## src/sem_pkg.sv

```systemverilog
// ----------------------------------------------------------------------------
// Sobel edge magnitude package
// Shared types and constants of the 3x3 Sobel edge magnitude block.
// ----------------------------------------------------------------------------
package sem_pkg;

  localparam int PIX_W     = 8;   // gray pixel and result width
  localparam int CFG_W     = 12;  // width of a configuration register
  localparam int CFG_IDX_W = 2;   // configuration register index width
  localparam int ROW_W     = 13;  // row counter, counts up to height+1
  localparam int SUM_W     = 10;  // one weighted column or row sum, and |G|
  localparam int MAG_W     = 11;  // |Gx| + |Gy|
  localparam int WORD_W    = 2 * PIX_W;  // line RAM word: {upper, lower}

  localparam int WIDTH_RESET  = 512;
  localparam int HEIGHT_RESET = 512;
  localparam int DIM_MIN      = 3;
  localparam int MAG_MAX      = 255;

  // Configuration register indexes.
  localparam logic [CFG_IDX_W-1:0] REG_IMAGE_WIDTH  = CFG_IDX_W'(0);
  localparam logic [CFG_IDX_W-1:0] REG_IMAGE_HEIGHT = CFG_IDX_W'(1);

  // Which window borders lie inside the frame.
  typedef struct packed {
    logic top_ok;
    logic bot_ok;
    logic left_ok;
    logic right_ok;
  } tap_mask_t;

  // Control that travels with one item through the gradient stages.
  typedef struct packed {
    logic      emit;
    logic      frame_end;
    tap_mask_t mask;
  } item_ctl_t;

endpackage

```

## src/sem_grad.sv

```systemverilog
// ----------------------------------------------------------------------------
// Sobel window and gradient stage
// Holds the 3x3 window and forms the masked absolute gradients.
// ----------------------------------------------------------------------------
module sem_grad (
  input  logic                      clk,
  input  logic                      rst_n,
  input  logic                      en,
  input  logic                      col_valid,
  input  logic [sem_pkg::PIX_W-1:0] col_up,
  input  logic [sem_pkg::PIX_W-1:0] col_mid,
  input  logic [sem_pkg::PIX_W-1:0] col_new,
  input  sem_pkg::item_ctl_t        ctl_in,
  output logic                      res_valid,
  output logic                      res_frame_end,
  output logic [sem_pkg::SUM_W-1:0] abs_gx,
  output logic [sem_pkg::SUM_W-1:0] abs_gy
);

  logic [sem_pkg::PIX_W-1:0] win_r [3][3];
  logic                      s2_valid_r;
  sem_pkg::item_ctl_t        s2_ctl_r;
  logic [sem_pkg::PIX_W-1:0] tap [3][3];
  logic [sem_pkg::SUM_W-1:0] gx_pos, gx_neg, gy_pos, gy_neg;
  logic [sem_pkg::SUM_W-1:0] abs_gx_nxt, abs_gy_nxt;
  logic                      s3_valid_r;
  logic                      s3_emit_r;
  logic                      s3_fe_r;
  logic [sem_pkg::SUM_W-1:0] abs_gx_r, abs_gy_r;

  // Window: the newest column enters on the right.
  always_ff @(posedge clk) begin
    if (!rst_n) begin
      for (int r = 0; r < 3; r++) begin
        for (int c = 0; c < 3; c++) begin
          win_r[r][c] <= '0;
        end
      end
    end else if (en && col_valid) begin
      for (int r = 0; r < 3; r++) begin
        win_r[r][0] <= win_r[r][1];
        win_r[r][1] <= win_r[r][2];
      end
      win_r[0][2] <= col_up;
      win_r[1][2] <= col_mid;
      win_r[2][2] <= col_new;
    end
  end

  always_ff @(posedge clk) begin
    if (!rst_n) begin
      s2_valid_r <= 1'b0;
    end else if (en) begin
      s2_valid_r <= col_valid;
    end
  end

  always_ff @(posedge clk) begin
    if (en) begin
      s2_ctl_r <= ctl_in;
    end
  end

  // Taps outside the frame read as zero.
  always_comb begin
    for (int r = 0; r < 3; r++) begin
      for (int c = 0; c < 3; c++) begin
        if ((r == 0 && !s2_ctl_r.mask.top_ok) || (r == 2 && !s2_ctl_r.mask.bot_ok) ||
            (c == 0 && !s2_ctl_r.mask.left_ok) || (c == 2 && !s2_ctl_r.mask.right_ok)) begin
          tap[r][c] = '0;
        end else begin
          tap[r][c] = win_r[r][c];
        end
      end
    end
  end

  always_comb begin
    gx_pos = sem_pkg::SUM_W'(tap[0][2]) + {1'b0, tap[1][2], 1'b0} + sem_pkg::SUM_W'(tap[2][2]);
    gx_neg = sem_pkg::SUM_W'(tap[0][0]) + {1'b0, tap[1][0], 1'b0} + sem_pkg::SUM_W'(tap[2][0]);
    gy_pos = sem_pkg::SUM_W'(tap[0][0]) + {1'b0, tap[0][1], 1'b0} + sem_pkg::SUM_W'(tap[0][2]);
    gy_neg = sem_pkg::SUM_W'(tap[2][0]) + {1'b0, tap[2][1], 1'b0} + sem_pkg::SUM_W'(tap[2][2]);
    abs_gx_nxt = (gx_pos >= gx_neg) ? gx_pos - gx_neg : gx_neg - gx_pos;
    abs_gy_nxt = (gy_pos >= gy_neg) ? gy_pos - gy_neg : gy_neg - gy_pos;
  end

  always_ff @(posedge clk) begin
    if (!rst_n) begin
      s3_valid_r <= 1'b0;
    end else if (en) begin
      s3_valid_r <= s2_valid_r;
    end
  end

  always_ff @(posedge clk) begin
    if (en) begin
      s3_emit_r <= s2_ctl_r.emit;
      s3_fe_r   <= s2_ctl_r.frame_end;
      abs_gx_r  <= abs_gx_nxt;
      abs_gy_r  <= abs_gy_nxt;
    end
  end

  assign res_valid     = s3_valid_r && s3_emit_r;
  assign res_frame_end = s3_fe_r;
  assign abs_gx        = abs_gx_r;
  assign abs_gy        = abs_gy_r;

endmodule

```

## config.mk

```make
export PLATFORM = sky130hd
export DESIGN_NAME = sem_grad
export DESIGN_NICKNAME = d
export VERILOG_FILES = /design/src/sem_pkg.sv /design/src/sem_grad.sv
export SDC_FILE = /design/constraint.sdc
export NUM_CORES = 1
export LEC_CHECK = 0
export BUFFER_PORTS_ARGS = -buffer_cell sky130_fd_sc_hd__buf_4
export CORE_MARGIN = 10
export CORE_UTILIZATION = 60
export DETAILED_ROUTE_END_ITERATION = 6
export PLACE_DENSITY = 0.83
export REMOVE_ABC_BUFFERS = 1
export SYNTH_ARGS = -nofsm -noshare
export SYNTH_HDL_FRONTEND = slang
export SYNTH_SLANG_ARGS = --single-unit
```

## constraint.sdc

```tcl
create_clock -name clk -period 8.5 [get_ports clk]
set_input_delay 0.85 -clock clk [delete_from_list [all_inputs] [get_ports clk]]
set_output_delay 0.85 -clock clk [all_outputs]
set_load 0.01 [all_outputs]
```

* Word-level counts from Yosys, hierarchy flattened
Memory sizes are Yosys's and may differ from the RTL's.
Cells that the tools add are included.
** Word-level totals
- Bits of input ports :: 34
- RAM bits :: 72
- Memories kept :: 1
- Register bits after elaboration :: 30
- Output and inout port bits :: 22
** Memory list
- win_r :: words 3, width 24, rd ports 3, clocked after memory_dff 0, write ports 3, line sem_grad.sv:20 : logic [sem_pkg::PIX_W-1:0] win_r [3][3];
** Operators by class
- Bitwise operators :: 9
- Order comparisons :: 2
- Add/subtract/negate cells :: 12
- Reduce and logical (&&, ||, !) cells :: 10
- Mux-type cells :: 23
** Operators by type and width (count)
- $mux 8 :: 17
- $add 10x8->10 :: 4
- $add 8x9->10 :: 4
- $sub 10x10->10 :: 4
- $ge 10x10->1 :: 2
- $mux 10 :: 2
- $or 1x1->1 :: 9
- $logic_not 1->1 :: 4
- $logic_or 1x1->1 :: 4
- $mux 1 :: 4
- $logic_and 1x1->1 :: 2

* Depth between registers and ports, before layout
Gate-level depths: netlist of the first run.
- Depth in word-level cells :: 7
- Depth in mapped cells :: 21

* Least setup slack after synthesis of the first run
OpenSTA, ideal clock, no wires.
- Path type :: flip-flop to flip-flop
- Start point :: register s2_ctl_r[3] (netlist bit)
- End point :: register abs_gy_r, in the netlist abs_gy[6], data pin
- Arrival :: 4578 ps
- Stages on the path, launching flop included :: 21
- Setup slack :: 3755 ps
- Required time :: 8333 ps
- Clock period less this slack :: 4745 ps
- Setup time :: 167 ps
- Path buffers :: 2
- Cell sequence :: edfxtp_1 and2_1 clkbuf_1 nand2_1 inv_1 fa_1 ha_1 a21o_1 a21oi_1 o211ai_1 a21o_1 a21oi_1 xnor2_1 ha_1 and2_1 and3_1 and2_1 a211oi_1 buf_2 mux2_2 a211oi_1
** On the way
- Longest elaborated chain between the ends :: 7
** RTL lines
- start, declared :: line sem_grad.sv:22 : sem_pkg::item_ctl_t s2_ctl_r;
- start signal, assigned :: line sem_grad.sv:60 : s2_ctl_r <= ctl_in;
- $logic_not 1->1
- $logic_or 1x1->1 :: line sem_grad.sv:68 : if ((r == 0 && !s2_ctl_r.mask.top_ok) || (r == 2 && !s2_ctl_r.mask.bot_ok) ||
- $mux 8 :: line sem_grad.sv:68
- $add 8x9->10 :: line sem_grad.sv:81 : gy_pos = sem_pkg::SUM_W'(tap[0][0]) + {1'b0, tap[0][1], 1'b0} + sem_pkg::SUM_W'(tap[0][2]);
- $add 10x8->10 * :: line sem_grad.sv:81
- $sub 10x10->10 / $ge 10x10->1 (equally long branches) :: line sem_grad.sv:84 : abs_gy_nxt = (gy_pos >= gy_neg) ? gy_pos - gy_neg : gy_neg - gy_pos;
- $mux 10 * :: line sem_grad.sv:84
- via abs_gy_nxt (one bit) :: line sem_grad.sv:25 : logic [sem_pkg::SUM_W-1:0] abs_gx_nxt, abs_gy_nxt;
- end signal, assigned :: line sem_grad.sv:100 : abs_gy_r <= abs_gy_nxt;
- end, declared :: line sem_grad.sv:29 : logic [sem_pkg::SUM_W-1:0] abs_gx_r, abs_gy_r;
Mark *: on every way through the listed nets, which the timed path passes. The rest lies on a longest branch.
A chain may end at the register's enable or synchronous reset.

* Final worst setup path of the first run
- Start point :: register s2_ctl_r[1] (netlist bit)
- End point :: register abs_gy_r, in the netlist abs_gy[6], data pin
** On the way
- Longest elaborated chain between the ends :: 7
** RTL lines (line)
- $logic_not 1->1 *
- $logic_or 1x1->1 :: sem_grad.sv:68
- $mux 8 :: sem_grad.sv:68
- $add 8x9->10, on equally long branches :: sem_grad.sv:82, sem_grad.sv:81
- $add 10x8->10, on equally long branches :: sem_grad.sv:82, sem_grad.sv:81
- $sub 10x10->10 / $ge 10x10->1 (equally long branches) :: sem_grad.sv:84
- $mux 10 * :: sem_grad.sv:84
- via abs_gy_nxt (one bit) :: sem_grad.sv:25
Marks and branches as above.

==> flow_metrics.tcl, run 1 <==
set metrics [dict create \
    status "complete, no violations" \
    max-vdd-ir-drop_uv 214 \
    syn-cell-area_sq_um 7630 \
    clkLatencyLatePin_ps 360 \
    pwr-share-comb 0.383 \
    chipHeight_um 133 \
    finalNetCount 910 \
    fp.dieW_um 133 \
    viasPerCell 5.50 \
    nFillCells 1007 \
    final_area_sq_um 8520 \
    synthToLayoutAreaGrowth_pct 11.6 \
    post_cts_resized 0 \
    synth-seq-cells 102 \
    start_util 0.610 \
    place_congestion 0.902 \
    grt_max_degree 73 \
    timing.hold.ws_ps 426 \
    synth_edf_count 100 \
    tightestPinTransition_ps 964 \
    wire_per_inst_um 16.1 \
    hold_buffers 0 \
    rows 41 \
    final_layout_size_suffix_gt1_frac 0.114 \
    worstPathRequired_ps 8690 \
    ys_types 46 \
    path_cells "and2_1 -> nand2_1 -> fa_1 -> inv_1 -> ha_1 -> a21o_1 -> a21oi_1 -> o21ai_0 -> o41ai_1 -> xor2_1 -> ha_1 -> and2_1 -> and3_1 -> and2_1 -> a211oi_1 -> buf_4 -> mux2_2 -> a211oi_1" \
    avgSynthCellArea_sq_um 10.6 \
    wl_um 15100 \
    intPower_mw 1.27 \
    setup_violations 0 \
    route.detailed.drc 0 \
    clk_pin_slew_worst_paths_ps 70 \
    ant_nets 0 \
    grt_use_total 0.176 \
    mostFrequentLayoutCells "edfxtp_1, and2_1, inv_1" \
    cts.sinks 102 \
    p_total_mw 1.87 \
    antenna_found_initial 0 \
    hold_viol 0 \
    final_common_cell "edfxtp_1" \
    slowest_stage "edfxtp_1" \
    critical_path.max_fanout 18 \
    gr-total-overflow 0 \
    cpPeakStageDelay_ps 690 \
    first_global_vias 5128 \
    start_kind "register" \
    async_flop_share 0 \
    r2r-start "s2_ctl_r[1]$_DFFE_PP_" \
    period_minus_slack_ps 5400 \
    crit_top_cell "and2_1" \
    core_sq_um 12500 \
    clock_path_buffers 2 \
    slew_headroom 0.357 \
    maxCapViolCount 0 \
    regArea_sq_um 3040 \
    crit_path_end_kind "register" \
    io_buffers 55 \
    vias 5178 \
    dp.final_hpwl_um 11400 \
    power_leakage_nw 4.18 \
    place_area_sq_um 8180 \
    p_switching_mw 0.603 \
    rsz0062_at_grt "no" \
    setup_tns_ps 0 \
    drt_iter0_drc 327 \
    cts_tree "built" \
    ys.flop_type "edfxtp_1" \
    clock-root-buffer "clkbuf_16" \
    cts_setup_buffers 0 \
    place_ws_ps 3210 \
    clkPwrFrac 0.252 \
    dieArea_sq_um 17600 \
    pin_count 56 \
    critPathKind "reg2reg" \
    antenna_cells 0 \
    ys_warn_count 0 \
    hold_start "s2_ctl_r[4]$_DFFE_PP_" \
    htreeDepth 3 \
    drv_slew 0 \
    multi_input_area_sq_um 4150 \
    clock_skew_ps 9.08 \
    dr.pass1.iters 5 \
    p_per_area_nw_per_um2 219 \
    numCtsBuffers 9 \
    grt_pass1_wl_um 25200 \
    fin_crit_sh 0.635 \
    power_frac_seq 0.365 \
    synthCells 723 \
    layout_setup_ws_ps 3100 \
    seq_area_frac_synth 0.399 \
    hold_class "reg2reg" \
    crit_start "s2_ctl_r[1]$_DFFE_PP_" \
    max_freq_mhz 185 \
    p_sw_frac 0.323 \
    rrSetupSlack_ps 3100 \
    critPathArrivalTime_ps 5590 \
]
metrics by stage:
stage | cells | util
after floorplan | 698 | -
after global placement | 927 | 0.654
after detailed placement | 927 | 0.654
after CTS | 942 | 0.680
after global routing | 942 | 0.680
final | 942 | 0.680
area by class of cell:
class	instances	share of cell area
flip-flops and latches	102	0.357
clock inverters	6	0.0131
inverters	92	0.0405
repair buffers	57	0.0502
well taps	172	0.0253
multi-input cells	504	0.487
clock buffers	9	0.0264
power by group through the flow:
stage	sequential, mW	combinational, mW	clock [mW]
floorplan	0.709	0.492	0
global placement	0.691	0.691	0
detailed placement	0.693	0.710	0
CTS	0.683	0.716	0.478
global route	0.690	0.794	0.499
finish	0.683	0.716	0.470
cells by family (layout without fill, tap and decap cells):
logic type / after synthesis / count (layout) / synth area share
simple gates: 208 / 208 / 0.148
xor+xnor: 46 / 46 / 0.0528
mux: 20 / 20 / 0.0265
flops: 102 / 102 / 0.399
compound gates: 120 / 120 / 0.104
fa+ha+maj: 110 / 110 / 0.212
buf+inv: 117 / 164 / 0.0585
per-layer routing:
metal	vias up	global-route usage	routed length, um
met1	2500	0.225	6950
met3	16	0.0397	646
li1	2530	-	-
met2	132	0.290	7340
met5	-	0	0
met4	0	0.0532	213
registers in the layout, summed over array words and instances (netlist names):
name / flops
win_r: 72
abs_gy: 10
s3_valid_r: 1
res_frame_end: 1
abs_gx: 10
s2_ctl_r: 6
s2_valid_r: 1
s3_emit_r: 1
worst max-delay path: cells and delay by family, from the launching register on:
| kind | cells | cell delay [ps] |
|---|---|---|
| flops | 1 | 690 |
| buf+inv | 2 | 300 |
| xor+xnor | 1 | 240 |
| simple gates | 5 | 1180 |
| fa+ha+maj | 3 | 1170 |
| compound gates | 6 | 1320 |
| mux | 1 | 350 |
cell usage after synthesis (all sizes together) (14+ instances only):
master	n	area (sq um)
edfxtp	100	3000
and2	98	614
inv	92	345
ha	78	976
nand2	54	203
a21oi	37	185
fa	32	641
a21o	27	203
xnor2	24	210
xor2	22	193
clkbuf	19	71.3
o21ai	19	98.8
mux2i	18	180
and3	14	88.8
final timing paths:
kind | end | cells past startpoint
worst max-delay path | abs_gy[6]$_DFFE_PP_ | 18
worst min-delay path | res_frame_end$_DFFE_PP_ | 0
worst max register to register | abs_gy[6]$_DFFE_PP_ | 18
worst min register to register | res_frame_end$_DFFE_PP_ | 0
No activity file was read; power rests on OpenSTA's default activity.
==> run 2, diff against run 1 <==
ABC_AREA = 1   (was unset)
clock period = 5.2 ns   (was 8.5 ns; I/O delays follow)
==> flow_metrics.tcl, run 2 <==
set metrics [dict create \
    status "complete, no violations" \
    fp.dieW_um 139 \
    avgSynthCellArea_sq_um 7.73 \
    max-vdd-ir-drop_uv 282 \
    pin_count 56 \
    async_flop_share 0 \
    seq_area_frac_synth 0.361 \
    hold_class "in2reg" \
    start_util 0.610 \
    rsz0062_at_grt "no" \
    setup_violations 0 \
    pwr-share-comb 0.420 \
    power_frac_seq 0.342 \
    viasPerCell 5.07 \
    final_layout_size_suffix_gt1_frac 0.0847 \
    synth.area.top_cells "edfxtp_1, nand2_1, inv_1" \
    crit_path_end_kind "register" \
    regArea_sq_um 3040 \
    synth_top_area_share 0.356 \
    critPathKind "reg2reg" \
    cts_setup_buffers 0 \
    p_sw_frac 0.380 \
    p_total_mw 3.22 \
    syn-cell-area_sq_um 8430 \
    post_cts_resized 0 \
    worstPathRequired_ps 5310 \
    core_sq_um 13800 \
    p_per_area_nw_per_um2 346 \
    ys_warn_count 0 \
    grt_max_degree 74 \
    clock_skew_ps 11.6 \
    nFillCells 1113 \
    drt_iter0_drc 470 \
    start_kind "register" \
    r2r-start "s2_ctl_r[3]$_DFFE_PP_" \
    max_freq_mhz 213 \
    ant_nets 0 \
    htreeDepth 3 \
    p_switching_mw 1.22 \
    gr-total-overflow 0 \
    yosysMostFrequentCell "nand2_1" \
    ys_types 34 \
    io_buffers 55 \
    ys_top_cells_by_count "nand2_1, inv_1, nor2_1" \
    largest_reg_flops 72 \
    crit_start "s2_ctl_r[3]$_DFFE_PP_" \
    synth_edf_count 100 \
    chipHeight_um 139 \
    rows 43 \
    setup_tns_ps 0 \
    wire_per_inst_um 13.4 \
    vias 6716 \
    antenna_cells 0 \
    critical_path.max_fanout 11 \
    first_global_vias 6435 \
    intPower_mw 2.00 \
    largest-register "win_r" \
    final_common_cell "nand2_1" \
    numCtsBuffers 9 \
    cts_tree "built" \
    cts.sinks 102 \
    clkLatencyLatePin_ps 370 \
    slew_headroom 0.495 \
    finalNetCount 1284 \
    dr.pass1.iters 5 \
    critPathArrivalTime_ps 4800 \
    grt_pass1_wl_um 30200 \
    synthCells 1091 \
    grt_use_total 0.188 \
    clkPwrFrac 0.237 \
    wl_um 17800 \
    dp.final_hpwl_um 13900 \
    clock_path_buffers 2 \
    clock-root-buffer "clkbuf_16" \
    antenna_found_initial 0 \
    maxCapViolCount 0 \
    route.detailed.drc 0 \
    synth-seq-cells 102 \
    drv_slew 0 \
    hold_viol 0 \
    hold_start "ctl_in[4]" \
    multi_input_area_sq_um 4290 \
    clk_pin_slew_worst_paths_ps 70 \
    yosysTopAreaCell "edfxtp_1" \
    synthToLayoutAreaGrowth_pct 10.5 \
    power_leakage_nw 5.16 \
    tightestPinTransition_ps 757 \
    ys.flop_type "edfxtp_1" \
    mostFrequentLayoutCells "nand2_1, inv_1, nor2_1" \
    dieArea_sq_um 19200 \
    period_minus_slack_ps 4690 \
    hold_buffers 0 \
    place_congestion 0.918 \
    fin_crit_sh 0.902 \
]
run 2: cell count changes after synthesis, sizes merged, moves of 12 or more:
| cell | before | now |
|---|---|---|
| nor2 | 11 | 122 |
| nand4 | 0 | 12 |
| a21o | 27 | 0 |
| nand2 | 54 | 303 |
| and3 | 14 | 0 |
| and2 | 98 | 2 |
| xnor2 | 24 | 10 |
| nand3 | 10 | 48 |
| inv | 92 | 265 |
| mux2i | 18 | 0 |
run 2: routing by layer:
metal | vias up | wire length, um | global-route usage
met1 | 3021 | 7960 | 0.251
met5 | - | 0 | 0
met4 | 0 | 409 | 0.0649
met2 | 239 | 8060 | 0.298
li1 | 3426 | - | -
met3 | 30 | 1370 | 0.0390
run 2: cells by family after synthesis:
kind of cell,share of synthesized area
simple gates,0.239
buf+inv,0.131
fa+ha+maj,0.192
flops,0.361
compound gates,0.0438
xor+xnor,0.0333
run 2: cell type report:
type                       count  area share
clock buffer                   9      0.0242
clock inverter                 7      0.0110
inverter                     265       0.107
multi-input combinational    705       0.461
sequential                   102       0.327
tap                          180      0.0242
timing repair buffer          57      0.0460
run 2: worst paths after layout:
| path | end | slack, ps | cells past startpoint |
|---|---|---|---|
| max | abs_gx[1]$_DFFE_PP_ | 510 | 20 |
| min | s2_ctl_r[4]$_DFFE_PP_ | 330 | 1 |
| max reg2reg | abs_gx[1]$_DFFE_PP_ | 510 | 20 |
| min reg2reg | s3_emit_r$_DFFE_PP_ | 420 | 0 |
run 2: power groups by stage:
| stage | Clock [mW] | Sequential, mW | Combinational (mW) |
|---|---|---|---|
| global route | 0.803 | 1.12 | 1.55 |
| detailed placement | 0 | 1.12 | 1.35 |
| global placement | 0 | 1.12 | 1.32 |
| finish | 0.764 | 1.10 | 1.36 |
| CTS | 0.774 | 1.10 | 1.36 |
| floorplan | 0 | 1.15 | 0.950 |
run 2: per-stage QoR:
| step | area [sq um] | util | hold WS (ps) | cells | setup slack (ps) |
|---|---|---|---|---|---|
| global placement | 8980 | 0.650 | 406 | 1309 | 635 |
| floorplan | 8320 | - | 400 | 1072 | 1510 |
| CTS | 9310 | 0.673 | 321 | 1325 | 581 |
| finish | 9310 | 0.673 | 332 | 1325 | 508 |
| detailed placement | 8980 | 0.650 | 420 | 1309 | 641 |
| global route | 9310 | 0.673 | 325 | 1325 | 158 |
run 2: critical path, cell delays in order, from the launching register on:
cell and delay (ps):
edfxtp_1 660, nand2_1 360, inv_1 160, nand2_1 140, fa_1 560, inv_1 40, ha_1 330, a21oi_1 220
nor2_1 60, a211oi_1 310, nand2_1 120, nand2_1 80, nand2_1 50, ha_1 390, nand2_1 150, nor3_1 290
nand2_1 100, nand2_2 100, inv_2 40, nand2_2 180, o21ai_1 90
