--- config.mk ---
export PLATFORM = sky130hd
export DESIGN_NAME = sem_out
export DESIGN_NICKNAME = d
export VERILOG_FILES = /design/src/sem_pkg.sv /design/src/sem_out.sv
export SDC_FILE = /design/constraint.sdc
export NUM_CORES = 1
export LEC_CHECK = 0
export ABC_AREA = 1
export ABC_CLOCK_PERIOD_IN_PS = 3500
export BUFFER_PORTS_ARGS = -buffer_cell sky130_fd_sc_hd__buf_2
export CORE_ASPECT_RATIO = 0.7
export CORE_MARGIN = 3
export CORE_UTILIZATION = 57
export CTS_BUF_LIST = sky130_fd_sc_hd__clkbuf_2
export CTS_CLUSTER_DIAMETER = 60
export DETAILED_ROUTE_END_ITERATION = 8
export PLACE_DENSITY = 0.86
export SETUP_SLACK_MARGIN = 0.4
export SKIP_LAST_GASP = 1
export SLEW_MARGIN = 10
export SYNTH_ARGS = -nofsm -noshare
export SYNTH_HDL_FRONTEND = slang
export SYNTH_SLANG_ARGS = --single-unit
--- constraint.sdc ---
create_clock -name clk -period 3.5 [get_ports clk]
set_clock_uncertainty 0.15 [all_clocks]
set_input_delay 0.7 -clock clk [delete_from_list [all_inputs] [get_ports clk]]
set_output_delay 0.7 -clock clk [all_outputs]
set_load 0.05 [all_outputs]
--- src/sem_pkg.sv ---
// ----------------------------------------------------------------------------
// Sobel edge magnitude package
// Shared types and constants of the 3x3 Sobel edge magnitude block.
// ----------------------------------------------------------------------------
package sem_pkg;

  localparam int PIX_W     = 8;   // gray pixel and result width
  localparam int CFG_W     = 12;  // width of a configuration register
  localparam int CFG_IDX_W = 2;   // configuration register index width
  localparam int ROW_W     = 13;  // row counter, counts up to height+1
  localparam int SUM_W     = 10;  // one weighted column or row sum, and |G|
  localparam int MAG_W     = 11;  // |Gx| + |Gy|
  localparam int WORD_W    = 2 * PIX_W;  // line RAM word: {upper, lower}

  localparam int WIDTH_RESET  = 512;
  localparam int HEIGHT_RESET = 512;
  localparam int DIM_MIN      = 3;
  localparam int MAG_MAX      = 255;

  // Configuration register indexes.
  localparam logic [CFG_IDX_W-1:0] REG_IMAGE_WIDTH  = CFG_IDX_W'(0);
  localparam logic [CFG_IDX_W-1:0] REG_IMAGE_HEIGHT = CFG_IDX_W'(1);

  // Which window borders lie inside the frame.
  typedef struct packed {
    logic top_ok;
    logic bot_ok;
    logic left_ok;
    logic right_ok;
  } tap_mask_t;

  // Control that travels with one item through the gradient stages.
  typedef struct packed {
    logic      emit;
    logic      frame_end;
    tap_mask_t mask;
  } item_ctl_t;

endpackage

--- src/sem_out.sv ---
// ----------------------------------------------------------------------------
// Magnitude and output stage
// Rounds and saturates the gradient sum; output register plus skid entry.
// ----------------------------------------------------------------------------
module sem_out (
  input  logic                      clk,
  input  logic                      rst_n,
  input  logic                      res_valid,
  input  logic                      res_frame_end,
  input  logic [sem_pkg::SUM_W-1:0] abs_gx,
  input  logic [sem_pkg::SUM_W-1:0] abs_gy,
  output logic                      en,
  output logic                      out_tvalid,
  input  logic                      out_tready,
  output logic [sem_pkg::PIX_W-1:0] out_tdata,
  output logic                      out_tlast
);

  logic [sem_pkg::MAG_W-1:0] sum;
  logic [sem_pkg::SUM_W-1:0] half, half_rnd;
  logic [sem_pkg::PIX_W-1:0] mag;
  logic                      produce;
  logic                      out_v_r, skid_v_r;
  logic [sem_pkg::PIX_W-1:0] out_d_r, skid_d_r;
  logic                      out_l_r, skid_l_r;

  // Halve with round-half-to-even, then clip to the pixel range.
  always_comb begin
    sum      = sem_pkg::MAG_W'(abs_gx) + sem_pkg::MAG_W'(abs_gy);
    half     = sum[sem_pkg::MAG_W-1:1];
    half_rnd = half + sem_pkg::SUM_W'(sum[0] & half[0]);
    mag      = (half_rnd > sem_pkg::SUM_W'(sem_pkg::MAG_MAX)) ?
               sem_pkg::PIX_W'(sem_pkg::MAG_MAX) : half_rnd[sem_pkg::PIX_W-1:0];
  end

  assign en      = !skid_v_r;
  assign produce = en && res_valid;

  always_ff @(posedge clk) begin
    if (!rst_n) begin
      out_v_r  <= 1'b0;
      skid_v_r <= 1'b0;
    end else if (out_v_r && !out_tready) begin
      if (produce) begin
        skid_v_r <= 1'b1;
      end
    end else if (skid_v_r) begin
      out_v_r  <= 1'b1;
      skid_v_r <= 1'b0;
    end else begin
      out_v_r <= produce;
    end
  end

  always_ff @(posedge clk) begin
    if (out_v_r && !out_tready) begin
      if (produce) begin
        skid_d_r <= mag;
        skid_l_r <= res_frame_end;
      end
    end else if (skid_v_r) begin
      out_d_r <= skid_d_r;
      out_l_r <= skid_l_r;
    end else if (produce) begin
      out_d_r <= mag;
      out_l_r <= res_frame_end;
    end
  end

  assign out_tvalid = out_v_r;
  assign out_tdata  = out_d_r;
  assign out_tlast  = out_l_r;

endmodule

# Word level (Yosys, flattened, before mapping)
# Cells that the tools add are included.
[word_totals] ff_bits=20 output_inout_bits=11 wordCells=25
[op_classes] addsub=2 order_cmp=1 n_mux=6 bitwise_logic=2 reduce_logical=8
[op_table] cell="$mux 8" n=3
[op_table] cell="$add 10x10->11" n=1
[op_table] cell="$add 10x1->10" n=1
[op_table] cell="$gt 10x8->1 const B" n=1
[op_table] cell="$reduce_and 2->1" n=3
[op_table] cell="$mux 1" n=3
[op_table] cell="$logic_and 1x1->1" n=2
[op_table] cell="$logic_not 1->1" n=2
[op_table] cell="$reduce_bool 2->1" n=1
[op_table] cell="$and 1x1->1" n=1
[op_table] cell="$not 1->1" n=1

# Longest topological paths before layout
# Gate-level depths: netlist (run 1).
[depth] word_depth=7 ltp_mapped=18 depth_no_buf=18

# Worst setup path before layout (run 1)
# OpenSTA, ideal clock, no wires.
[synth_path] path_kind="input port to flip-flop" startpoint="input abs_gx[0] in the netlist's numbering" endpoint="register out_d_r, in the netlist out_tdata[6] (data pin)" setup_time_ns=0.253 arrival_ns=2.500 required_time_ns=3.097 slack_ns=0.597 stages=16 path_buffers=0 cell_sequence="ha_1 > inv_1 > fa_1 > inv_1 > nand2_1 > inv_1 > ha_1 > nand2_1 > nor2_2 > nand2_2 > nor2_2 > nand3_2 > nand2_4 > nand3_2 > nand2_1 > nand2_1"
[synth_between] elab_chain_cells=7
[synth_rtl] element="from (decl)" line="sem_out.sv:10" text="input logic [sem_pkg::SUM_W-1:0] abs_gx,"
[synth_rtl] element="$add 10x10->11 (*)" line="sem_out.sv:29" text="sum = sem_pkg::MAG_W'(abs_gx) + sem_pkg::MAG_W'(abs_gy);"
[synth_rtl] element="$and 1x1->1" line="sem_out.sv:31" text="half_rnd = half + sem_pkg::SUM_W'(sum[0] & half[0]);"
[synth_rtl] element="$add 10x1->10 (*)" line="sem_out.sv:31"
[synth_rtl] element="$gt 10x8->1" line="sem_out.sv:32" text="mag = (half_rnd > sem_pkg::SUM_W'(sem_pkg::MAG_MAX)) ?"
[synth_rtl] element="$mux 8 (*)" line="sem_out.sv:32"
[synth_rtl] element="via mag, one bit" line="sem_out.sv:21" text="logic [sem_pkg::PIX_W-1:0] mag;"
[synth_rtl] element="$mux 8 (*)" line="sem_out.sv:64" text="end else if (produce) begin"
[synth_rtl] element="$mux 8 (*)" line="sem_out.sv:61" text="end else if (skid_v_r) begin"
[synth_rtl] element="to (signal assigned)" line="sem_out.sv:62" text="out_d_r <= skid_d_r;"
[synth_rtl] element="to (signal assigned)" line="sem_out.sv:65" text="out_d_r <= mag;"
[synth_rtl] element="to (decl)" line="sem_out.sv:24" text="logic [sem_pkg::PIX_W-1:0] out_d_r, skid_d_r;"
# Mark *: on every way through the listed nets, which the timed path passes. The rest lies on a longest branch. The select of a mux whose other input is x is not followed.
# A chain may end at the register's enable or synchronous reset.

# Final worst setup path (run 1)
[layout_path] startpoint="input abs_gx[0] in the netlist's numbering" endpoint="register out_d_r, in the netlist out_tdata[2] (data pin)"
# Same word-level chain as after synthesis.

==> flow_summary_export.csv, run 1 <==
group,metric,value,unit
route,routed_wl,3545,um
cells_and_area,final_cells,304,
route,post-route-drc-count,0,
sta,finalHoldViolCount,0,
placement,place_inst,300,
route,viasPerCell,5.095,
cells_and_area,drive_gt1_share,29.48,%
setup_path,critPathLaunchType,"input pin",
route,num_vias,1549,
route,ant_nets,0,
placement,place_worst_setup_slack,0.2528,ns
synth,syn_nets,268,
floorplanning,core,2843,sq um
outcome,status,"complete, no violations",
sta,fmaxAchievable,0.3468,GHz
placement,dp_hpwl,2938,um
grt,track_usage,19.76,%
sta,relSlewSlack,42.39,%
sta,tightest_slew,0.8609,ns
setup_path,worstPathRequired,3.43,ns
grt,use_met1,27.76,%
synth,synth.top_cells.by_area,"edfxtp_1 31%, nand2_1 18%, ha_1 8.0%",
cells_and_area,diodes,0,
synth,synth_area_leader_cell,"edfxtp_1",
clock_network,cts-root-buf,"clkbuf_2",
floorplanning,die_area,3731,sq um
power,leakagePower,0.9814,nW
synth,yosys.area.top_type_share,31.35,%
floorplanning,die_x,71.74,um
setup_path,crit_type,"in2reg",
floorplanning,die_h,52.02,um
cells_and_area,nets,306,
grt,antenna_found_initial,0,
synth,synth_cells,231,
cells_and_area,area_growth,13.28,%
grt,grt_overflow,0,
clock_network,cts_buffers,3,
floorplanning,initial_core_util,60.65,%
route,wl_per_cell,11.66,um
synth,syn_area_per_cell,7.464,sq um
floorplanning,ioPinCount,36,
grt,grt_busiest_layer,"met2",
grt,grt_util_met3,5.019,%
placement,portBuffers,35,
sta,finalCritPeriodShare,82.38,%
clock_network,cts_tree,"done",
clock_network,htree_levels,1,
clock_network,cts_setup_buffers,0,
synth,synth_area,1724,sq um
synth,yosysSeqAreaShare,33.67,%
sta,fin_crit,2.883,ns
sta,finalMaxSlewViolations,0,
clock_network,postCtsHoldBufs,0,
route,drt_iter0_markers,100,
power,powerDensity,344.8,nW/um^2
setup_path,arrival,2.82,ns
sta,hold_ws,0.3693,ns
min_path,min_path_type,"reg2reg",
clock_network,clockBufferDepth,2,
synth,yosysWarnings,0,
sta,setup_violations,0,
placement,globalplace.congestion,0.8544,
sta,setup_tns,0,ns
sta,rsz0062_at_grt,"false",
grt,grt_pass1_vias,1328,
floorplanning,num_rows,16,
synth,synth_cell_type_count,25,
sta,worst_slack,0.6166,ns
setup_path,path_max_fanout,8,
grt,grtUsageMet2,31.55,%
grt,grt_pass1_wl,5740,um
cells_and_area,fillers,232,
synth,yosys_register_bits,20,
route,drtPass1Iterations,5,
clock_network,clkTransAtPathRegs,0.18,ns
clock_network,cts_resized,0,
power,ir_drop,0.0002916,V
clock_network,clk_latency,0.30,ns
clock_network,cts_sinks,20,
setup_path,endpoint_kind,"flip-flop",
grt,grt_max_degree,12,
flow_run,cap_violations,0,
==> cells by family after synthesis <==
family,Yosys count,synth area share [%]
compound gates,8,2.467
buf+inv,38,8.491
fa+ha+maj,12,9.144
flops,20,33.67
xor+xnor,2,1.016
simple gates,151,45.21
==> layout by cell type (no fill, tap or decap), drive strengths merged <==
master and instances:
fa 1, edfxtp 18, nand3b 1, o21bai 1
a21oi 4, dfxtp 2, nand2 96, nand4 3
nor3 1, inv 36, or2 1, nor2 19
xnor2 2, o21ai 3, ha 11, nand3 30
buf 35, clkbuf 4
==> path summary, 6_finish.rpt <==
path                    start            to  slack (ns)  cells after the start
hold / removal    skid_d_r[4]  out_tdata[4]        0.37                      2
setup / recovery    abs_gx[0]  out_tdata[2]        0.62                     17
hold reg to reg   skid_d_r[4]  out_tdata[4]        0.37                      2
setup reg to reg     skid_v_r   skid_d_r[0]        1.47                      3
==> registers in the layout, summed over array words and instances (netlist names) <==
| name | cells |
|---|---|
| out_tdata | 8 |
| skid_d_r | 8 |
| out_tvalid | 1 |
| skid_v_r | 1 |
| out_tlast | 1 |
| skid_l_r | 1 |
==> synthesized netlist by cell type (all sizes together) <==
cell type  count
dfxtp          2
nor2          19
clkbuf         1
buf            1
fa             1
nand4          3
o21bai         1
o21ai          3
nor3           1
xnor2          2
ha            11
edfxtp        18
nand3b         1
or2            1
inv           36
a21oi          4
nand3         30
nand2         96
==> power by group <==
group,switching [mW],internal (mW),leakage [nW]
clock network,0.0670,0.0303,0.0166
registers,0.00455,0.282,0.176
logic,0.199,0.0908,0.789
==> cell type report <==
| type | count | area [sq um] | area share, % |
|---|---|---|---|
| Sequential cell | 20 | 580.6 | 29.72 |
| Timing Repair Buffer | 35 | 175.2 | 8.969 |
| Inverter | 36 | 135.1 | 6.919 |
| Clock buffer | 4 | 20.02 | 1.025 |
| Multi-Input combinational cell | 173 | 997.2 | 51.06 |
| Tap cell | 36 | 45.04 | 2.306 |
==> worst max-delay path, cell delays in order <==
cell	delay, ns
buf_2	0.10
ha_1	0.23
inv_1	0.08
fa_1	0.43
inv_1	0.07
nand2_1	0.09
inv_1	0.07
ha_1	0.20
nand2_1	0.08
nor2_2	0.09
nand2_2	0.08
nor2_2	0.13
nand3_2	0.09
nand2_4	0.15
nand3_2	0.09
nand2_1	0.07
nand2_1	0.06
==> per-stage QoR <==
stage               utilization [%]  power, mW  area [sq um]
finish                        68.71     0.6735          1953
global route                  68.71     0.7188          1953
CTS                           68.71     0.6743          1953
detailed placement            68.00     0.5801          1933
global placement              68.00     0.5699          1933
floorplan                         -     0.5180          1724
==> per-layer routing <==
| metal | vias up | wire length [um] |
|---|---|---|
| li1 | 809 | - |
| met1 | 687 | 1723 |
| met2 | 51 | 1560 |
| met3 | 2 | 254 |
| met4 | 0 | 7 |
| met5 | - | 0 |
Note: power is estimated with default switching activity, not from simulation.
==> inputs of run 2 (changes only) <==
ABC_CLOCK_PERIOD_IN_PS = 2300   (was 3500)
CORE_UTILIZATION = 51   (was 57)
PLACE_DENSITY = 0.81   (was 0.86)
clock period = 2.3 ns   (was 3.5 ns; I/O delays follow)
==> flow_summary_export.csv, run 2 (synthesis gave the netlist of run 1 again) <==
group,metric,value,unit
outcome,status,"finished with violations",
outcome,violations,"setup timing",
sta,finalMaxSlewViolations,0,
placement,globalplace.congestion,0.8188,
route,num_vias,1679,
sta,tightest_slew,0.2355,ns
setup_path,worstPathRequired,2.36,ns
route,wl_per_cell,12.28,um
floorplanning,die_area,4125,sq um
setup_path,startpoint,"abs_gx[0]",
clock_network,cts_tree,"done",
cells_and_area,diodes,0,
clock_network,cts_buffers,3,
grt,antenna_found_initial,0,
sta,finalCritPeriodShare,105.2,%
route,viasPerCell,5.088,
power,leakagePower,1.107,nW
cells_and_area,nets,332,
setup_path,critPathLaunchType,"input pin",
setup_path,crit_type,"in2reg",
sta,rsz0062_at_grt,"true",
clock_network,clockBufferDepth,2,
route,ant_nets,0,
cells_and_area,area_growth,28.95,%
route,routed_wl,4051,um
sta,finalHoldViolCount,0,
cells_and_area,layout_commonest_cell,"nand2_1",
sta,setup_tns,-0.7136,ns
grt,grt_max_degree,12,
cells_and_area,final_cells,330,
floorplanning,die_x,75.50,um
floorplanning,die_h,54.65,um
floorplanning,num_rows,16,
clock_network,cts_sinks,20,
setup_path,r2r-start,"skid_v_r",
placement,dp_hpwl,3203,um
power,ir_drop,0.0003581,V
grt,grt_overflow,0,
placement,place_inst,321,
min_path,min_path_type,"in2reg",
route,drtPass1Iterations,4,
grt,track_usage,20.62,%
sta,fin_crit,2.420,ns
floorplanning,initial_core_util,57.42,%
sta,worst_slack,-0.1199,ns
clock_network,cts-root-buf,"clkbuf_2",
setup_path,arrival,2.48,ns
clock_network,clkTransAtPathRegs,0.19,ns
min_path,worstHoldStart,"res_frame_end",
sta,relSlewSlack,84.13,%
floorplanning,ioPinCount,36,
cells_and_area,final_cell_mix,"77 x nand2_1, 33 x buf_2, 28 x inv_1, 26 x buf_4, 18 x edfxtp_1",
sta,fmaxAchievable,0.4132,GHz
setup_path,path_max_fanout,3,
route,drt_iter0_markers,131,
power,finalPower,1.114,mW
clock_network,htree_levels,1,
route,post-route-drc-count,0,
cells_and_area,fillers,230,
placement,portBuffers,35,
cells_and_area,final_core_util,74.04,%
setup_path,endpoint_kind,"flip-flop",
grt,grt_pass1_vias,1516,
setup_path,cp_cell_sequence,"buf_6, ha_4, inv_2, fa_2, inv_2, nand2_4, inv_2, ha_4, nand2_1, nor2_2, nand2_2, buf_4, o21ai_0, o21ai_0, nand3_2, nand2_1, nand2_1",
cells_and_area,drive_gt1_share,39.80,%
grt,grt_pass1_wl,6417,um
floorplanning,core,3003,sq um
flow_run,cap_violations,0,
sta,setup_violations,9,
setup_path,cp_slowest_cell,"fa_2",
clock_network,postCtsHoldBufs,0,
power,powerDensity,501.2,nW/um^2
setup_path,cpPeakStageDelay,0.44,ns
clock_network,clk_latency,0.31,ns
-- run 2: cell types whose count changed in the layout (fill, tap and decap cells not counted), moves of 3 or more --
| cell | change |
|---|---|
| buf_4 | +26 |
| inv_1 | -4 |
| inv_2 | +4 |
| nand2_1 | -4 |
| nand2_2 | +3 |
-- run 2: through the flow --
stage                     hold slack (ns)  worst slack (ns)  area (sq um)
final                              0.1743           -0.1199          2223
after global routing               0.1452           -0.2049          2223
after CTS                          0.1762           -0.1138          2177
after detailed placement           0.3536           -0.5116          2123
after global placement             0.3486           -0.4558          2123
after floorplan                    0.3443           -0.2110          1757
-- run 2: worst paths after layout --
kind,slack (ns),endpoint,depth (start not counted)
max reg2reg,0.98,out_tdata[2],3
min reg2reg,0.38,out_tdata[4],2
max,-0.12,out_tdata[6],17
min,0.17,skid_l_r,1
-- run 2: worst max-delay path: cells and delay by family --
kind / cells / cell delay (ns)
AOI/OAI and AO/OA: 2 / 0.37
adders and majority gates: 3 / 0.72
buffers and inverters: 5 / 0.43
and+or+nand+nor: 7 / 0.50
-- run 2: area by class of cell --
cell class,instances,area [sq um],share of cell area [%]
clock inverters,1,3.754,0.1688
multi-input cells,173,1060,47.66
repair buffers,61,382.9,17.22
flip-flops and latches,20,581.8,26.17
well taps,36,45.04,2.026
inverters,36,135.1,6.078
clock buffers,3,15.01,0.6753
-- run 2: report_power, final --
group	total, mW	internal, mW	switching [mW]
Clock	0.145	0.0378	0.107
Sequential	0.435	0.428	0.00633
Combinational	0.535	0.199	0.336
Total	1.11	0.665	0.450
-- run 2: repair_timing --
action | in CTS | in global routing
gates resized for setup | 2 | 11
setup endpoints to repair | 16 | 17
pin swaps | 7 | 10
setup buffers | 3 | 2
-- run 2: metal layers --
metal  vias up  share of wire [%]  GRT usage [%]  wire length, um
li1        863                  -              -                -
met1       757                 45          27.87             1824
met2        57                 47          36.25             1906
met3         2                7.4          3.853              298
met4         0               0.52         0.8721               21
met5         -                  0              0                0
==> inputs of run 3 (changes only) <==
CORE_MARGIN = 2   (was 3)
==> flow_summary_export.csv, run 3 (synthesis gave the netlist of run 1 again) <==
group,metric,value,unit
clock_network,cts_buffers,3,
cells_and_area,fillers,271,
placement,globalplace.congestion,0.8255,
sta,finalCritPeriodShare,103.3,%
setup_path,r2r-start,"skid_v_r",
sta,rsz0062_at_grt,"true",
route,ant_nets,0,
sta,fin_crit,2.376,ns
power,powerDensity,491.8,nW/um^2
sta,hold_ws,0.1762,ns
cells_and_area,layout_commonest_cell,"nand2_1",
cells_and_area,final_cell_mix,"79 x nand2_1, 32 x buf_2, 28 x inv_1, 28 x buf_4, 18 x edfxtp_1",
min_path,hold_end,"skid_l_r",
setup_path,endpoint_kind,"flip-flop",
power,switchingPower,437.1,uW
grt,grt_max_degree,12,
cells_and_area,nets,334,
setup_path,arrival,2.32,ns
grt,grt_overflow,0,
sta,finalHoldViolCount,0,
power,finalPower,1.098,mW
min_path,worstHoldStart,"res_frame_end",
floorplanning,num_rows,17,
sta,setup_violations,8,
cells_and_area,drive_gt1_share,39.19,%
route,post-route-drc-count,0,
clock_network,cts_tree,"done",
power,p_int,661.2,uW
min_path,hold_depth,1,
route,wl_per_cell,11.47,um
placement,dp_hpwl,2955,um
floorplanning,die_x,73.50,um
placement,placed_area,2126,sq um
clock_network,clockBufferDepth,2,
setup_path,reg2reg_slack,0.85,ns
power,swShare,39.80,%
power,pwr-share-comb,47.6,%
route,routed_wl,3830,um
floorplanning,initial_core_util,54.04,%
floorplanning,ioPinCount,36,
floorplanning,die_h,52.65,um
grt,grt_pass1_vias,1465,
setup_path,crit_type,"in2reg",
outcome,status,"finished with violations",
setup_path,path_max_fanout,8,
cells_and_area,area_growth,29.54,%
sta,fmaxAchievable,0.4208,GHz
flow_run,cap_violations,0,
power,seqPwrFrac,39.5,%
power,pwr-share-clk,12.9,%
sta,finalMaxSlewViolations,0,
clock_network,htree_levels,1,
power,leakagePower,1.113,nW
route,drtPass1Iterations,4,
sta,tightest_slew,0.2557,ns
placement,place_worst_setup_slack,-0.5160,ns
grt,grt_pass1_wl,6299,um
min_path,min_path_type,"in2reg",
grt,antenna_found_initial,0,
grt,track_usage,21.16,%
floorplanning,die_area,3869,sq um
outcome,violations,"setup timing",
placement,portBuffers,35,
clock_network,cts_sinks,20,
clock_network,clk_latency,0.31,ns
cells_and_area,diodes,0,
route,drt_iter0_markers,86,
clock_network,cts-root-buf,"clkbuf_2",
power,ir_drop,0.0003452,V
setup_path,r2r_end,"skid_d_r[6]",
route,num_vias,1665,
setup_path,worstRegToRegCells,5,
cells_and_area,postLayoutCellArea,2233,sq um
floorplanning,core,3191,sq um
sta,relSlewSlack,83.07,%
setup_path,worstPathRequired,2.25,ns
setup_path,critPathLaunchType,"input pin",
sta,worst_slack,-0.07618,ns
route,viasPerCell,4.985,
clock_network,clkTransAtPathRegs,0.18,ns
[run 3: worst max-delay path, cell delays in order]
cell     delay [ns]
buf_6          0.10
ha_4           0.15
inv_2          0.04
fa_1           0.40
inv_1          0.08
nand2_2        0.07
nor2_4         0.10
nand3_4        0.09
nor2_4         0.12
nand3_4        0.09
nor2_4         0.11
nand3_2        0.09
nand2_4        0.16
nand3_2        0.10
nand2_1        0.08
nand2_1        0.07
[run 3: metal layers]
metal,global-route usage [%],wire length (um),share of wire (%),vias up
met5,0,0,0,-
met4,2.121,26,0.68,0
met3,5.000,275,7.2,6
met2,35.27,1728,45,54
met1,28.91,1799,47,740
li1,-,-,-,865
[run 3: cell type report]
type | count | area, sq um | share of cell area [%]
Sequential cell | 20 | 580.6 | 25.99
Tap cell | 38 | 47.55 | 2.129
Clock inverter | 1 | 3.754 | 0.1681
Clock buffer | 3 | 15.01 | 0.6723
Multi-Input combinational cell | 173 | 1047 | 46.89
Inverter | 36 | 138.9 | 6.218
Timing Repair Buffer | 63 | 400.4 | 17.93
[run 3: power groups by stage]
stage | logic, mW | clock network (mW) | registers, mW
final | 0.523 | 0.142 | 0.434
after global placement | 0.487 | 0 | 0.441
after detailed placement | 0.501 | 0 | 0.442
after CTS | 0.508 | 0.143 | 0.434
after global routing | 0.579 | 0.161 | 0.436
after floorplan | 0.300 | 0 | 0.500
[run 3: per-stage QoR]
step | utilization, % | cells | TNS, ns
after global placement | 66.63 | 323 | -6.056
after CTS | 68.39 | 330 | -0.7641
after floorplan | - | 231 | -2.603
after global routing | 70.00 | 334 | -1.722
after detailed placement | 66.63 | 323 | -7.110
final | 70.00 | 334 | -0.3672
[run 3: what timing repair did]
item / in CTS / in global routing
hold buffers: 0 / 0
resized for setup: 3 / 7
setup endpoints to repair: 16 / 17
pin swaps: 17 / 7
setup buffers: 3 / 4
[run 3: worst max path at each step]
stage	cells after the start	from	end
floorplan	15	abs_gx[0]	out_tdata[6]
global placement	16	abs_gx[0]	out_tdata[6]
detailed placement	17	abs_gx[0]	out_tdata[0]
CTS	17	abs_gy[0]	out_tdata[0]
global route	18	abs_gy[0]	out_tdata[0]
finish	16	abs_gy[0]	out_tdata[0]
